## config.mk

```make
export PLATFORM = sky130hd
export DESIGN_NAME = circular_seating_branch_and_bound
export DESIGN_NICKNAME = d
export VERILOG_FILES = /design/src/rtl/csbb_pkg.sv /design/src/rtl/circular_seating_branch_and_bound.sv /design/src/rtl/csbb_ram.sv
export SDC_FILE = /design/constraint.sdc
export NUM_CORES = 1
export LEC_CHECK = 0
export BUFFER_PORTS_ARGS = -buffer_cell sky130_fd_sc_hd__buf_4
export CAP_MARGIN = 20
export CORE_MARGIN = 2
export CORE_UTILIZATION = 40
export CTS_CLUSTER_DIAMETER = 40
export DETAILED_ROUTE_END_ITERATION = 8
export PLACE_DENSITY_LB_ADDON = 0.12
export SYNTH_ARGS = -nofsm -noshare
export SYNTH_HDL_FRONTEND = slang
export SYNTH_SLANG_ARGS = --single-unit
export TNS_END_PERCENT = 100
```

## constraint.sdc

```tcl
create_clock -name clk -period 5.9 [get_ports clk]
set_input_delay 0.295 -clock clk [delete_from_list [all_inputs] [get_ports clk]]
set_output_delay 0.295 -clock clk [all_outputs]
set_load 0.03 [all_outputs]
```

## src/rtl/csbb_pkg.sv

```systemverilog
// shared constants, types and helpers for the seating search block
package csbb_pkg;
	localparam int MAX_N    = 8;
	localparam int COST_MAX = 1000;
	localparam int PW       = $clog2(MAX_N);
	localparam int NW       = $clog2(MAX_N + 1);
	localparam int CW       = 10;
	localparam int TW       = 14;
	localparam int DEPTH    = MAX_N * MAX_N;
	localparam int AW       = $clog2(DEPTH);

	typedef enum logic [3:0] {
		ST_IDLE, ST_ID1, ST_ID2, ST_ID3, ST_SCAN, ST_EV1, ST_EV2, ST_EV3,
		ST_WR1, ST_WR2, ST_WR3, ST_CHK, ST_OUT
	} state_t;

	function automatic logic [AW-1:0] pair_addr(input logic [PW-1:0] a,
		input logic [PW-1:0] b);
		pair_addr = AW'(int'(a) * MAX_N + int'(b));
	endfunction
endpackage

```

## src/rtl/circular_seating_branch_and_bound.sv

```systemverilog
// top level: cost matrix load and branch-and-bound seating search
//
// Usage: load the directed cost matrix one entry per transaction: drive
// row_person, col_person, pair_cost and last_entry with start high; a
// transaction is taken at a clock edge where start is high and busy is low.
// Entries load at one per cycle while busy is low. The entry marked last_entry starts the
// search and busy rises on the next cycle.
// The search runs on one cost ram with a read port: the identity bound runs
// the ID states per seat, each search node the SCAN, EV and CHK states (plus
// the WR states at the final level, which adds the wrap-round pair) with a
// scan per backtrack; the total is data dependent. Then num_people results
// appear on consecutive cycles, each for one cycle with result_valid high,
// last_seat on the final one. The receiver cannot stall; results are
// not held. num_people is written through cfg_we/cfg_wdata while idle,
// which the block does not enforce; values below 2 act as 2, values above
// 8 act as 8. Reset puts the block idle with num_people at 8. Cost entries
// hold no reset value and must be written before a search reads them.
module circular_seating_branch_and_bound (
	input  logic                    clk,
	input  logic                    arst_n,
	input  logic                    start,
	output logic                    busy,
	input  logic [2:0]              row_person,
	input  logic [2:0]              col_person,
	input  logic [9:0]              pair_cost,
	input  logic                    last_entry,
	input  logic                    cfg_we,
	input  logic [3:0]              cfg_wdata,
	output logic                    result_valid,
	output logic [2:0]              seat,
	output logic [2:0]              person,
	output logic [13:0]             total_cost,
	output logic                    last_seat
);
	import csbb_pkg::*;

	state_t state_q, state_d;

	logic [3:0]    num_q;
	logic [NW-1:0] n_q;
	logic [PW-1:0] lvl_q, idx_q, cand_q;
	logic [TW-1:0] acc_q, best_q;
	logic [PW-1:0] seats_q [MAX_N];
	logic [PW-1:0] bseats_q [MAX_N];
	logic [NW-1:0] ncand_q [MAX_N];
	logic [TW-1:0] lcost_q [MAX_N];
	logic [MAX_N-1:0] used_q;

	logic          accept;
	logic          ram_we;
	logic [AW-1:0] ram_waddr, ram_raddr;
	logic [CW-1:0] ram_wdata, ram_rdata;
	logic [TW-1:0] rd_ext;

	logic [PW-1:0] prv_lvl, prv_seat, id_next, pick;
	logic          found;
	logic [NW-1:0] n_clamp, scan_from;
	logic          last_lvl, id_end, out_end;

	assign accept    = start && (state_q == ST_IDLE);
	assign rd_ext    = TW'(ram_rdata);
	assign prv_lvl   = lvl_q - PW'(1);
	assign prv_seat  = seats_q[prv_lvl];
	assign last_lvl  = NW'(lvl_q) == n_q - NW'(1);
	assign id_end    = NW'(idx_q) == n_q - NW'(1);
	assign out_end   = id_end;
	assign id_next   = id_end ? PW'(0) : idx_q + PW'(1);
	assign scan_from = ncand_q[lvl_q];

	always_comb begin
		if (num_q < 4'd2) begin
			n_clamp = NW'(2);
		end else if (NW'(num_q) > NW'(MAX_N) || num_q > 4'(MAX_N)) begin
			n_clamp = NW'(MAX_N);
		end else begin
			n_clamp = NW'(num_q);
		end
	end

	// lowest free person not below the level's next candidate
	always_comb begin
		found = 1'b0;
		pick  = '0;
		for (int i = MAX_N - 1; i >= 0; i--) begin
			if (!used_q[i] && NW'(i) >= scan_from && NW'(i) < n_q) begin
				found = 1'b1;
				pick  = PW'(i);
			end
		end
	end

	always_comb begin
		state_d = state_q;
		case (state_q)
			ST_IDLE: if (accept && last_entry) state_d = ST_ID1;
			ST_ID1:  state_d = ST_ID2;
			ST_ID2:  state_d = ST_ID3;
			ST_ID3:  state_d = id_end ? ST_SCAN : ST_ID1;
			ST_SCAN: begin
				if (found) begin
					state_d = ST_EV1;
				end else if (prv_lvl == '0) begin
					state_d = ST_OUT;
				end
			end
			ST_EV1:  state_d = ST_EV2;
			ST_EV2:  state_d = ST_EV3;
			ST_EV3:  state_d = last_lvl ? ST_WR1 : ST_CHK;
			ST_WR1:  state_d = ST_WR2;
			ST_WR2:  state_d = ST_WR3;
			ST_WR3:  state_d = ST_CHK;
			ST_CHK:  state_d = ST_SCAN;
			ST_OUT:  if (out_end) state_d = ST_IDLE;
			default: state_d = ST_IDLE;
		endcase
	end

	always_comb begin
		ram_raddr = '0;
		case (state_q)
			ST_ID1:  ram_raddr = pair_addr(idx_q, id_next);
			ST_ID2:  ram_raddr = pair_addr(id_next, idx_q);
			ST_EV1:  ram_raddr = pair_addr(cand_q, prv_seat);
			ST_EV2:  ram_raddr = pair_addr(prv_seat, cand_q);
			ST_WR1:  ram_raddr = pair_addr(cand_q, seats_q[0]);
			ST_WR2:  ram_raddr = pair_addr(seats_q[0], cand_q);
			default: ram_raddr = '0;
		endcase
		ram_we    = accept;
		ram_waddr = pair_addr(row_person, col_person);
		ram_wdata = (pair_cost > CW'(COST_MAX)) ? CW'(COST_MAX) : pair_cost;
	end

	always_comb begin
		busy         = state_q != ST_IDLE;
		result_valid = state_q == ST_OUT;
		seat         = idx_q;
		person       = bseats_q[idx_q];
		total_cost   = best_q;
		last_seat    = (state_q == ST_OUT) && out_end;
	end

	always_ff @(posedge clk or negedge arst_n) begin
		if (!arst_n) begin
			state_q <= ST_IDLE;
			num_q   <= 4'(MAX_N);
		end else begin
			state_q <= state_d;
			if (cfg_we) begin
				num_q <= cfg_wdata;
			end
		end
	end

	// search datapath
	always_ff @(posedge clk) begin
		case (state_q)
			ST_IDLE: begin
				if (accept && last_entry) begin
					n_q   <= n_clamp;
					idx_q <= '0;
					acc_q <= '0;
					for (int i = 0; i < MAX_N; i++) begin
						bseats_q[i] <= PW'(i);
					end
				end
			end
			ST_ID2:  acc_q <= acc_q + rd_ext;
			ST_ID3: begin
				acc_q <= acc_q + rd_ext;
				idx_q <= id_next;
				if (id_end) begin
					best_q     <= acc_q + rd_ext;
					lvl_q      <= PW'(1);
					used_q     <= MAX_N'(1);
					seats_q[0] <= '0;
					lcost_q[0] <= '0;
					for (int i = 0; i < MAX_N; i++) begin
						ncand_q[i] <= NW'(1);
					end
				end
			end
			ST_SCAN: begin
				if (found) begin
					cand_q          <= pick;
					seats_q[lvl_q]  <= pick;
					ncand_q[lvl_q]  <= NW'(pick) + NW'(1);
				end else begin
					lvl_q <= prv_lvl;
					idx_q <= '0;
					if (prv_lvl != '0) begin
						used_q[seats_q[prv_lvl]] <= 1'b0;
					end
				end
			end
			ST_EV2:  acc_q <= lcost_q[prv_lvl] + rd_ext;
			ST_EV3, ST_WR2, ST_WR3: acc_q <= acc_q + rd_ext;
			ST_CHK: begin
				if (acc_q < best_q) begin
					if (last_lvl) begin
						best_q <= acc_q;
						for (int i = 0; i < MAX_N; i++) begin
							bseats_q[i] <= seats_q[i];
						end
					end else begin
						used_q[cand_q]           <= 1'b1;
						lcost_q[lvl_q]           <= acc_q;
						lvl_q                    <= lvl_q + PW'(1);
						ncand_q[lvl_q + PW'(1)]  <= NW'(1);
					end
				end
			end
			ST_OUT:  idx_q <= idx_q + PW'(1);
			default: ;
		endcase
	end

	csbb_ram #(.WIDTH(CW), .DEPTH(DEPTH)) u_cost_ram (
		.clk   (clk),
		.we    (ram_we),
		.waddr (ram_waddr),
		.wdata (ram_wdata),
		.raddr (ram_raddr),
		.rdata (ram_rdata)
	);
endmodule

```

## src/rtl/csbb_ram.sv

```systemverilog
// generic ram with one write port and one registered read port
module csbb_ram #(
	parameter int WIDTH = 8,
	parameter int DEPTH = 16
) (
	input  logic                     clk,
	input  logic                     we,
	input  logic [$clog2(DEPTH)-1:0] waddr,
	input  logic [WIDTH-1:0]         wdata,
	input  logic [$clog2(DEPTH)-1:0] raddr,
	output logic [WIDTH-1:0]         rdata
);
	logic [WIDTH-1:0] mem [DEPTH];

	always_ff @(posedge clk) begin
		if (we) begin
			mem[waddr] <= wdata;
		end
		rdata <= mem[raddr];
	end
endmodule

```

==> metrics.log <==
[metrics] Global Route Usage Sum: 21.9%
[metrics] ratio of cells with drive above 1 in the final layout: 14.5%
[metrics] net switching share of the total power: 39.0%
[metrics] Int Power: 15.9 mW
[metrics] row cnt: 113
[metrics] DRC errors left: 0
[metrics] final weighted congestion of routability-driven global placement: 0.817
[metrics] critical path class: flip-flop to flip-flop
[metrics] Maximum Capacitance Violations: 0
[metrics] clock sink count: 905
[metrics] area of the die: 0.0979 mm2
[metrics] number of synthesized register bits: 905
[metrics] average wire per standard cell: 24.2 um
[metrics] Post-Route Setup TNS: 0 ns
[metrics] Setup crit end kind: flip-flop
[metrics] startpoint types: flip-flop
[metrics] number of vias after detailed routing: 24.7k
[metrics] fillers: 8378
[metrics] r2r endpoint: u_cost_ram.rdata[4]
[metrics] most common flop cell mapped by yosys: sky130_fd_sc_hd__edfxtp_1
[metrics] die extent in y: 313 um
[metrics] peak supply drop: 646 uV
[metrics] number of buffers and inverters on the critical path: 2
[metrics] type of the worst min-delay path: input pin to asynchronous set/reset pin
[metrics] number of nets in the final layout: 3117
[metrics] Post-CTS Setup Inserts: 0
[metrics] Area Growth Syn to Fin: 18.3%
[metrics] placed standard-cell area: 0.0401 mm2
[metrics] Port-buffer cells: 47
[metrics] share of flip-flops with an asynchronous set or reset: 0.884%
[metrics] area share of the largest cell type after synthesis: 69.3%
[metrics] ranking of synthesized cells by instance count: 881 x sky130_fd_sc_hd__edfxtp_1, 747 x sky130_fd_sc_hd__nand2_1, 258 x sky130_fd_sc_hd__nand3_1
[metrics] arrival time reported for the critical path endpoint: 5.38 ns
[metrics] required time at the worst-slack endpoint: 6.50 ns
[metrics] Max Fanout on Critical Path: 80
[metrics] H-tree depth: 4
[metrics] Worst Clk Skew: 0.0262 ns
[metrics] vias in the first global route: 24.2k
[metrics] switching power: 10.1 mW
[metrics] number of buffers between clock root and the deepest sink: 3
[metrics] number of stages on the worst setup path: 12
[metrics] synthesized netlist cell count: 2949
[metrics] clock-pin slew on the worst setup and hold paths: 0.06 ns
[metrics] Antenna Cells: 0
[metrics] count of TritonRoute iterations in the first routing pass: 6
[metrics] IO Count: 48
[metrics] Final Slew Violations: 0
[metrics] proportion of power drawn by flip-flops and latches: 30.3%
[metrics] half-perimeter wire length of the detailed placement result: 65200 um
[metrics] number of antenna violations at the first check in global routing: 1
[metrics] Synth warnings: 0
[metrics] shortest period the worst path allows: 4.77 ns
[metrics] synthesized area: 0.0382 mm2
[metrics] synth top area cells: sky130_fd_sc_hd__edfxtp_1 69%, sky130_fd_sc_hd__nand2_1 7.3%, sky130_fd_sc_hd__nand3_1 3.4%
[metrics] area of the core: 0.0947 mm2
[metrics] proportion of power drawn by combinational gates: 37.6%
[metrics] # placed instances: 4142
[metrics] Root Buffer Master: sky130_fd_sc_hd__clkbuf_16
[metrics] R2R setup slack: 1.13 ns
[metrics] routed wire length: 107000 um
[metrics] crit path cell chain: inv_1 > ha_1 > mux4_2 > mux2i_1 > nor3_1 > a311oi_1 > and3_2 > buf_12 > a31oi_1 > nand4_1 > nand4_1 > mux2_2
[metrics] clock latency reported for the late side of the worst-skew pair: 0.73 ns
[metrics] slowest stage cell on the critical path: sky130_fd_sc_hd__ha_1
[metrics] grt ovf: 0
[metrics] Setup Viol. Count Final: 0
[metrics] Post-Synthesis Net Count: 3019
[metrics] CTS tree: done
[metrics] Post-Route Utilization: 47.6%
[metrics] number of hold buffers added after cts: 11
[metrics] biggest cell delay along the critical path: 0.75 ns
[metrics] first-pass GRT wire length: 160000 um
[metrics] cell repeated most along the worst path: sky130_fd_sc_hd__nand4_1
[metrics] worst-margin pin slew: 1.09 ns
[metrics] antenna viol nets, final: 0
[metrics] PwrDens: 576 mW/mm2
[metrics] maximum clock frequency: 209 MHz
[metrics] cell depth of the worst flop-to-flop path: 12
[metrics] startpoint of the worst register-to-register path: lvl_q[1]
[metrics] Initial Utilization: 40.3%
[metrics] setup repair after global routing missed its margin: false
[metrics] final standard cell count with taps included and fillers excluded: 4422
[metrics] status: finished, final reports clean
[metrics] Final Hold Violating Endpoints: 0
[metrics] worst slew margin relative to its limit: 27.0%
[metrics] sequential cell area fraction in the yosys report: 70.7%
[metrics] most common cell in the netlist: sky130_fd_sc_hd__edfxtp_1
[metrics] Horiz. Die Dim: 313 um
[metrics] leakage power total: 15.5 nW
[metrics] number of flops mapped to enable cells by yosys: 881
[metrics] share of the clock period used by the worst path: 80.9%
[metrics] number of buffers created by CTS: 139
[metrics] final design area excluding fillers: 0.0451 mm2
[metrics] total of cells resized after clock tree synthesis: 0
[metrics] cell type with the highest aggregate area in the netlist: sky130_fd_sc_hd__edfxtp_1
[metrics] post-synthesis cell type count: 75
[metrics] DRC marker count from the first detailed-route iteration: 2334
[metrics] syn avg cell area: 12.9 um2
[metrics] Clk network pwr share: 32.1%
[metrics] post-detailed-route via-to-cell ratio: 5.58
[metrics] largest delay contributor family on the critical path: multiplexers
[metrics] maximum number of pins on one net before global-route repair: 90
[routing by layer]
metal / track usage, % / share of wire (%) / vias up
li1: - / - / 11100
met1: 30.5 / 44 / 12500
met4: 6.58 / 2.2 / 0
met3: 3.40 / 5.9 / 165
met5: 0 / 0 / -
met2: 35.7 / 48 / 860
[stage by stage]
stage	worst slack (ns)	hold WS, ns	total power [mW]
floorplan	0.00230	-0.000591	14.1
global placement	1.13	0.153	17.7
global route	0.879	0.137	27.3
finish	1.13	0.143	26.0
CTS	1.09	0.108	26.2
detailed placement	1.12	0.153	17.8
[sequential cells by signal, indices dropped and copies added (netlist names), named ones only]
register          cells
u_cost_ram.mem      640
lcost_q             112
ncand_q              32
bseats_q             24
seats_q              24
acc_q                14
total_cost           14
u_cost_ram.rdata     10
used_q                8
n_q                   4
num_q                 4
state_q               4
cand_q                3
lvl_q                 3
seat                  3
[how the worst max path moves through the flow]
stage	start	slack, ns	endpoint
2_1_floorplan	lvl_q[0]	0.002	acc_q[13]
3_3_place_gp	lvl_q[0]	1.13	u_cost_ram.rdata[4]
3_5_place_dp	lvl_q[0]	1.12	u_cost_ram.rdata[4]
4_1_cts	lvl_q[0]	1.09	u_cost_ram.rdata[4]
5_1_grt	lvl_q[1]	0.88	acc_q[13]
6_report	lvl_q[1]	1.13	u_cost_ram.rdata[4]
[cell type report]
class	count	area [um2]	area share, %
clock buffers	155	3610	8.00
inverters	49	184	0.408
clock inverters	96	1160	2.58
repair buffers	137	1230	2.73
well taps	1265	1580	3.51
multi-input cells	1815	10400	23.0
flip-flops and latches	905	27000	59.8
[cells in the final DEF (no fill, tap or decap), types with 43 or more instances in the layout]
cell	count
sky130_fd_sc_hd__nand4_1	107
sky130_fd_sc_hd__a21oi_1	48
sky130_fd_sc_hd__a31oi_1	86
sky130_fd_sc_hd__nor2_1	133
sky130_fd_sc_hd__edfxtp_1	881
sky130_fd_sc_hd__ha_1	43
sky130_fd_sc_hd__nand2_1	747
sky130_fd_sc_hd__nand3_1	258
sky130_fd_sc_hd__clkbuf_16	142
sky130_fd_sc_hd__inv_1	49
sky130_fd_sc_hd__buf_4	104
sky130_fd_sc_hd__mux4_2	48
[cells by family after synthesis]
kind of cell,count (synthesis),synth area share (%)
AND/OR/NAND/NOR,1374,16.0
multiplexers,84,3.87
flip-flops,905,70.7
XOR/XNOR,37,0.849
buffers and inverters,229,2.39
adder cells (fa/ha/maj),45,1.52
AO/OA/AOI/OAI,275,4.70
[power by group through the flow]
stage               Sequential, mW  Combinational, mW  Clock [mW]
floorplan                     7.78               6.35           0
global placement              8.02               9.72           0
detailed placement            8.02               9.79           0
CTS                           7.90               9.84        8.46
global route                  7.93               10.6        8.74
finish                        7.89               9.77        8.35
No activity file was read; power rests on OpenSTA's default activity.
